[config.mk]
export PLATFORM = sky130hd
export DESIGN_NAME = sine_tone_sample_generator
export DESIGN_NICKNAME = d
export VERILOG_FILES = /design/src/rtl/stsg_pkg.sv /design/src/rtl/sine_tone_sample_generator.sv
export SDC_FILE = /design/constraint.sdc
export NUM_CORES = 1
export LEC_CHECK = 0
export BUFFER_PORTS_ARGS = -buffer_cell sky130_fd_sc_hd__buf_2
export CORE_UTILIZATION = 24
export CTS_BUF_LIST = sky130_fd_sc_hd__clkbuf_8
export DETAILED_ROUTE_END_ITERATION = 7
export PLACE_DENSITY = 0.36
export SYNTH_ARGS = -nofsm -noshare
export SYNTH_HDL_FRONTEND = slang
export SYNTH_SLANG_ARGS = --single-unit
[constraint.sdc]
create_clock -name clk_i -period 6.6 [get_ports clk_i]
set_input_delay 1.32 -clock clk_i [delete_from_list [all_inputs] [get_ports clk_i]]
set_output_delay 1.32 -clock clk_i [all_outputs]
set_load 0.005 [all_outputs]
[src/rtl/stsg_pkg.sv]
// shared constants, types and sine table for the sine tone sample generator
package stsg_pkg;

  localparam int PhaseBits     = 32;
  localparam int TableEntries  = 1024;
  localparam int TableBits     = $clog2(TableEntries);
  localparam int QuarterBits   = TableBits - 2;
  localparam int QuarterEntries = 1 << QuarterBits;
  localparam int MagBits       = 15;
  localparam int SampleBits    = 16;
  localparam int FrameBits     = 32;
  localparam int ScaleBits     = 17;
  localparam int ScaleShift    = 17;

  // three quarters of full scale, kept as 3 * full scale with the divide by 4 in the shift
  localparam logic [ScaleBits-1:0] Scale8  = ScaleBits'(3 * 127);
  localparam logic [ScaleBits-1:0] Scale16 = ScaleBits'(3 * 32767);

  localparam longint OneQ30 = longint'(1) << 30;

  typedef enum logic [1:0] {
    REG_PHASE_STEP   = 2'd0,
    REG_WIDTH_MODE   = 2'd1,
    REG_STEREO_MODE  = 2'd2,
    REG_CHANNEL_SEL  = 2'd3
  } cfg_reg_e;

  localparam logic [PhaseBits-1:0] PhaseStepReset = PhaseBits'(63499290);

  typedef logic [MagBits-1:0] quarter_table_t [QuarterEntries];

  function automatic longint mul_q30(longint a, longint b);
    return (a * b) / OneQ30;
  endfunction

  // magnitude of the q15 sine for quarter-wave position j of QuarterEntries
  function automatic logic [MagBits-1:0] quarter_mag(int j);
    longint x;
    longint x2;
    longint p;
    longint r;
    x  = longint'(j) << (30 - QuarterBits);
    x2 = mul_q30(x, x);
    p  = 172272;
    p  = -5026995 + mul_q30(p, x2);
    p  = 85569306 + mul_q30(p, x2);
    p  = -693598668 + mul_q30(p, x2);
    p  = 1686629713 + mul_q30(p, x2);
    p  = mul_q30(p, x);
    if (p < 0) begin
      p = 0;
    end
    r = (p + (longint'(1) << 14)) >>> 15;
    if (r > 32767) begin
      r = 32767;
    end
    return MagBits'(r);
  endfunction

  function automatic quarter_table_t build_quarter_table();
    quarter_table_t t;
    for (int j = 0; j < QuarterEntries; j++) begin
      t[j] = quarter_mag(j);
    end
    return t;
  endfunction

  localparam quarter_table_t QuarterTable = build_quarter_table();
  // value at a quarter turn, just past the end of the table
  localparam logic [MagBits-1:0] MagPeak = quarter_mag(QuarterEntries);

endpackage

[src/rtl/sine_tone_sample_generator.sv]
// sine tone sample generator: phase accumulator, quarter-wave table, scaling and frame packing
// registers from input accept to result valid: table stage, then scale and pack stage
// throughput: one item per cycle while the output is not stalled, set by the phase add and table read
// the result register frees in the same cycle it is taken, so stalls only hold the pipeline
// reset: phase accumulator 0, phase_step 63499290, 8-bit mono, channel select left, no items held
module sine_tone_sample_generator (
  input  logic        clk_i,
  input  logic        rst_ni,
  input  logic        cfg_valid_i,
  output logic        cfg_ready_o,
  input  logic [1:0]  cfg_index_i,
  input  logic [31:0] cfg_data_i,
  input  logic        s_axis_tvalid,
  output logic        s_axis_tready,
  input  logic [7:0]  s_axis_tdata,   // [0] restart, [7:1] zero
  output logic        m_axis_tvalid,
  input  logic        m_axis_tready,
  output logic [47:0] m_axis_tdata    // [15:0] sample_value, [47:16] frame_word
);

  logic [stsg_pkg::PhaseBits-1:0] phase_step_q;
  logic                           width_mode_q;
  logic                           stereo_mode_q;
  logic [1:0]                     channel_sel_q;

  logic [stsg_pkg::PhaseBits-1:0] acc_q, acc_d;
  logic                           tab_valid_q;
  logic [stsg_pkg::MagBits-1:0]   mag_q, mag_d;
  logic                           neg_q, neg_d;
  logic                           out_valid_q;
  logic [stsg_pkg::SampleBits-1:0] sample_q, sample_d;
  logic [stsg_pkg::FrameBits-1:0]  frame_q, frame_d;

  logic                           in_fire;
  logic                           out_load;
  logic [stsg_pkg::PhaseBits-1:0] phase;
  logic [stsg_pkg::TableBits-1:0] tab_idx;
  logic [stsg_pkg::QuarterBits-1:0] frac;
  logic [stsg_pkg::QuarterBits-1:0] mirror;
  logic [stsg_pkg::ScaleBits-1:0] scale;
  logic [stsg_pkg::MagBits+stsg_pkg::ScaleBits-1:0] product;
  logic [stsg_pkg::MagBits-1:0]   scaled;
  logic [7:0]                     byte_val;

  assign cfg_ready_o = 1'b1;

  always_ff @(posedge clk_i or negedge rst_ni) begin
    if (!rst_ni) begin
      phase_step_q  <= stsg_pkg::PhaseStepReset;
      width_mode_q  <= 1'b0;
      stereo_mode_q <= 1'b0;
      channel_sel_q <= 2'd0;
    end else if (cfg_valid_i) begin
      unique case (cfg_index_i)
        stsg_pkg::REG_PHASE_STEP:  phase_step_q  <= cfg_data_i[stsg_pkg::PhaseBits-1:0];
        stsg_pkg::REG_WIDTH_MODE:  width_mode_q  <= cfg_data_i[0];
        stsg_pkg::REG_STEREO_MODE: stereo_mode_q <= cfg_data_i[0];
        stsg_pkg::REG_CHANNEL_SEL: channel_sel_q <= cfg_data_i[1:0];
        default: ;
      endcase
    end
  end

  // pipeline moves whenever the result register is free or being taken
  assign out_load      = tab_valid_q && (!out_valid_q || m_axis_tready);
  assign s_axis_tready = !tab_valid_q || out_load;
  assign in_fire       = s_axis_tvalid && s_axis_tready;

  assign phase   = s_axis_tdata[0] ? '0 : acc_q;
  assign acc_d   = phase + phase_step_q;
  assign tab_idx = phase[stsg_pkg::PhaseBits-1 -: stsg_pkg::TableBits];
  assign frac    = tab_idx[stsg_pkg::QuarterBits-1:0];
  assign mirror  = '0 - frac;

  // quarter-wave lookup, mirrored on odd quadrants, negated on the upper half of the phase range
  always_comb begin
    neg_d = tab_idx[stsg_pkg::TableBits-1];
    if (!tab_idx[stsg_pkg::TableBits-2]) begin
      mag_d = stsg_pkg::QuarterTable[frac];
    end else if (frac == '0) begin
      mag_d = stsg_pkg::MagPeak;
    end else begin
      mag_d = stsg_pkg::QuarterTable[mirror];
    end
  end

  always_ff @(posedge clk_i or negedge rst_ni) begin
    if (!rst_ni) begin
      acc_q       <= '0;
      tab_valid_q <= 1'b0;
    end else begin
      if (in_fire) begin
        acc_q <= acc_d;
      end
      if (s_axis_tready) begin
        tab_valid_q <= s_axis_tvalid;
      end
    end
  end

  always_ff @(posedge clk_i) begin
    if (in_fire) begin
      mag_q <= mag_d;
      neg_q <= neg_d;
    end
  end

  // scale on the magnitude so the shift truncates toward zero
  assign scale   = width_mode_q ? stsg_pkg::Scale16 : stsg_pkg::Scale8;
  assign product = {{stsg_pkg::ScaleBits{1'b0}}, mag_q} * {{stsg_pkg::MagBits{1'b0}}, scale};
  assign scaled  = product[stsg_pkg::ScaleShift +: stsg_pkg::MagBits];

  always_comb begin
    sample_d = neg_q ? (16'd0 - {1'b0, scaled}) : {1'b0, scaled};
    byte_val = sample_d[7:0];
    if (width_mode_q) begin
      if (!stereo_mode_q) begin
        frame_d = {16'd0, sample_d};
      end else if (channel_sel_q[1]) begin
        frame_d = {sample_d, sample_d};
      end else if (channel_sel_q[0]) begin
        frame_d = {sample_d, 16'd0};
      end else begin
        frame_d = {16'd0, sample_d};
      end
    end else begin
      if (!stereo_mode_q) begin
        frame_d = {24'd0, byte_val};
      end else if (channel_sel_q[1]) begin
        frame_d = {16'd0, byte_val, byte_val};
      end else if (channel_sel_q[0]) begin
        frame_d = {16'd0, byte_val, 8'd0};
      end else begin
        frame_d = {24'd0, byte_val};
      end
    end
  end

  always_ff @(posedge clk_i or negedge rst_ni) begin
    if (!rst_ni) begin
      out_valid_q <= 1'b0;
    end else if (!out_valid_q || m_axis_tready) begin
      out_valid_q <= tab_valid_q;
    end
  end

  always_ff @(posedge clk_i) begin
    if (out_load) begin
      sample_q <= sample_d;
      frame_q  <= frame_d;
    end
  end

  assign m_axis_tvalid = out_valid_q;
  assign m_axis_tdata  = {frame_q, sample_q};

endmodule
==> Implementation_results.wiki <==
{| class="wikitable"
! Metric !! Value
|-
| Part of the cycle the worst path needs || 108.1%
|-
| Unique masters post-synth || 80
|-
| Fin util || 29.65%
|-
| Post-layout nets || 3238
|-
| Number of warning messages in the yosys log || 0
|-
| Count of unresolved DRC violations after routing || 0
|-
| Setup crit start kind || register
|-
| Maximum net fanout on the critical path || 7
|-
| Clk Latency, worst-skew pair || 0.55 ns
|-
| Register-to-Register Setup Slack || -0.54 ns
|-
| Vert. Die Dim || 297.5 um
|-
| Leading register cell type out of synthesis || edfxtp_1
|-
| Top cell by count, worst path || fa_1
|-
| Count of maximum capacitance violations || 0
|-
| Via-per-instance ratio || between 5 and 6
|-
| Half-perimeter wire length after placement || 72120 um
|-
| Hold path cells || 2
|-
| Leftover overflow at the end of global routing || 0
|-
| Worst EP required || 6.89 ns
|-
| CP bufs+invs || 6
|-
| Root buffer cell || clkbuf_8
|-
| Cts bufs inserted || 17
|-
| I/O Buffers || 89
|-
| Die footprint || 88510 um2
|-
| Fin worst setup slack || -0.5352 ns
|-
| Area added between synthesis and finish || 22.56%
|-
| Number of standard cells after synthesis || 2681
|-
| Total GRT Usage || 21.71%
|-
| Largest clock skew in the final design || 0.03139 ns
|-
| Cell type with the largest total area after synthesis || fa_1
|-
| Post-route minimum period || 7.135 ns
|-
| Number of violations reported at the end of detailed-routing iteration 0 || 2512
|-
| Depth of the critical timing path with buffers and inverters included || 23
|-
| TritonRoute pass-1 iters || 6
|-
| Vias in the first global route || 22.36k
|-
| Post-Route WL || 97610 um
|-
| Post-synthesis area per instance || between 7 and 8 um2
|-
| Total nets after synthesis || 3035
|-
| Setup violation total in the final timing report || 36
|-
| Cts hold-fix bufs || 0
|-
| Standard cell core area || between 80000 and 90000 um2
|-
| Cell area after technology mapping || about 21000 um2
|-
| CP peak stage delay || 0.60 ns
|-
| Number of rows in the core area || approximately 110
|-
| Setup repair after global routing missed its margin || yes
|-
| Maximum clock frequency || 140.2 MHz
|-
| Wire length per cell after detailed routing || approximately 24 um
|-
| Pin count of the biggest net entering global routing || 75
|-
| Cell Chain, Critical Path || buf_6 -> nand2_8 -> inv_4 -> fa_2 -> inv_2 -> fa_1 -> inv_1 -> fa_1 -> fa_1 -> fa_1 -> inv_1 -> fa_1 -> inv_2 -> ha_4 -> a211o_4 -> a2111o_1 -> a41oi_2 -> o21a_4 -> xnor2_4 -> or3_4 -> or3_4 -> o21ai_4 -> mux2_4
|-
| Wire length of the first global-routing pass || between 100000 and 150000 um
|-
| Final Hold Vio Count || 0
|-
| Tightest Hold Check Type || register to register
|-
| Asr flop ratio synth || between 50% and 60%
|-
| Violated checks || negative setup slack
|-
| Worst path arrival time || about 7.4 ns
|-
| Top-count cell post-synth || nand2_1
|-
| Commonest cells in the synthesized netlist || nand2_1, nor2_1, inv_1
|-
| Count of final max-slew check failures || 0
|-
| Total via count after detailed routing || between 20k and 25k
|-
| Slew at the pin closest to its max-slew limit || 1.027 ns
|-
| Final GP Congestion || 0.9414
|-
| Share of cells above drive strength 1 || between 20% and 30%
|-
| ANT nets after route || 0
|-
| Number of enable flip-flop cells after synthesis || 64
|-
| Number of sinks handled by clock tree synthesis || about 130
|-
| # fillers || 9363
|-
| Worst-case reg-to-reg path depth || 23
|-
| Outcome || complete, but fails checks
|-
| CTS max path bufs || 2
|-
| Setup crit end kind || register
|-
| Critical path type || register to register
|-
| Top delay family on crit path || adder cells
|-
| Starting density of the core || 24.20%
|-
| Sequential-to-total area share from yosys stat || between 10% and 20%
|-
| Initial antenna violation count || 3
|-
| Crit path max-delay cell type || fa_2
|-
| Yosys reg bits || 134
|-
| Die width || around 300 um
|-
| Post-synth top area share || 12.99%
|-
| Max-slew headroom || 31.26%
|-
| Clock tree from TritonCTS || yes
|-
| Number of H-tree levels || 4
|-
| Placement-stage worst setup slack || -0.8327 ns
|-
| Ports || slightly below 100
|-
| Ranking of synthesized cells by area || fa_1, ha_1, edfxtp_1
|-
| Register clock-pin slew on the reported worst setup and hold paths || 0.12 ns
|}
## routing by layer
| layer | GRT usage (%) | share of wire (%) | vias to the layer above |
|---|---|---|---|
| li1 | - | - | 10170 |
| met1 | 29.13 | 44 | 10840 |
| met2 | 33.90 | 45 | 966 |
| met3 | 3.725 | 6.5 | 238 |
| met4 | 9.659 | 4.4 | 6 |
| met5 | 0.7576 | 0.12 | - |
## path summary, 6_finish.rpt
| path | to | start |
|---|---|---|
| max in group asynchronous | acc_q[24]$_DFFE_PN0P_ | rst_ni |
| max | frame_q[29]$_SDFFCE_PN0P_ | width_mode_q$_DFFE_PN0P_ |
| min in group asynchronous | stereo_mode_q$_DFFE_PN0P_ | rst_ni |
| max reg2reg | frame_q[29]$_SDFFCE_PN0P_ | width_mode_q$_DFFE_PN0P_ |
| min | acc_q[31]$_DFFE_PN0P_ | acc_q[31]$_DFFE_PN0P_ |
| min reg2reg | acc_q[31]$_DFFE_PN0P_ | acc_q[31]$_DFFE_PN0P_ |
## worst min-delay path, cell delays in order (launching register included)
cell     delay [ns]
dfrtp_1        0.36
nand2_1        0.05
nand2_1        0.05
## what timing repair did
item / 4_1_cts / 5_1_grt
setup buffers: 10 / 7
gates cloned: 0 / 0
gates resized for setup: 57 / 70
endpoints found under the setup margin: 42 / 42
pin swaps: 30 / 40
## per-stage QoR
stage	hold slack, ns	TNS (ns)	area, um2	std cells
floorplan	0.4309	-3.238	21100	2681
global placement	0.4482	-20.25	24560	4004
detailed placement	0.4478	-20.98	24560	4004
CTS	0.4761	-12.73	25260	4046
global route	0.4966	-19.25	25680	4053
finish	0.4717	-11.40	25680	4053
## cells in the final DEF (no fill, tap or decap), types with 21 or more instances in the layout
cell type and n:
o311ai_0 33, edfxtp_1 64, buf_4 285, mux2_2 38, dfrtp_1 53, a21oi_1 204
a31oi_1 42, o211ai_1 65, xnor2_1 21, nor2b_1 35, nor3_1 52, a21o_1 36
nand2b_1 41, o22ai_1 28, o21ai_0 199, inv_1 206, a211oi_1 59, a311oi_1 27
buf_2 88, ha_1 160, fa_1 130, nand2_1 251, nor2_1 226, nand3_1 65
## sequential cells by signal, summed over array words and instances (netlist names)
register       cells
tab_valid_q        1
mag_q             15
acc_q             32
stereo_mode_q      1
sample_q          16
neg_q              1
channel_sel_q      2
m_axis_tvalid      1
width_mode_q       1
frame_q           32
phase_step_q      32
## area by class of cell
cell class | count | area, um2 | area share [%]
clock buffers | 17 | 234.0 | 0.9110
inverters | 222 | 835.8 | 3.254
clock inverters | 15 | 151.4 | 0.5894
well taps | 1155 | 1445 | 5.626
repair buffers | 399 | 2960 | 11.53
flip-flops and latches | 134 | 3695 | 14.39
diodes | 1 | 2.502 | 0.009743
multi-input cells | 2110 | 16360 | 63.70
## cells by family after synthesis
logic type / count (synthesis) / synth area share (%)
AO/OA/AOI/OAI: 914 / 28.82
AND/OR/NAND/NOR: 778 / 17.00
buffers and inverters: 437 / 7.857
adder cells (fa/ha/maj): 307 / 23.20
flip-flops: 134 / 17.61
multiplexers: 56 / 3.206
XOR/XNOR: 54 / 2.293
other: 1 / 0.01789
Power is left out: the tool's default activity adds up to more than one toggle a clock period on the data nets, which glitch-free logic cannot reach.
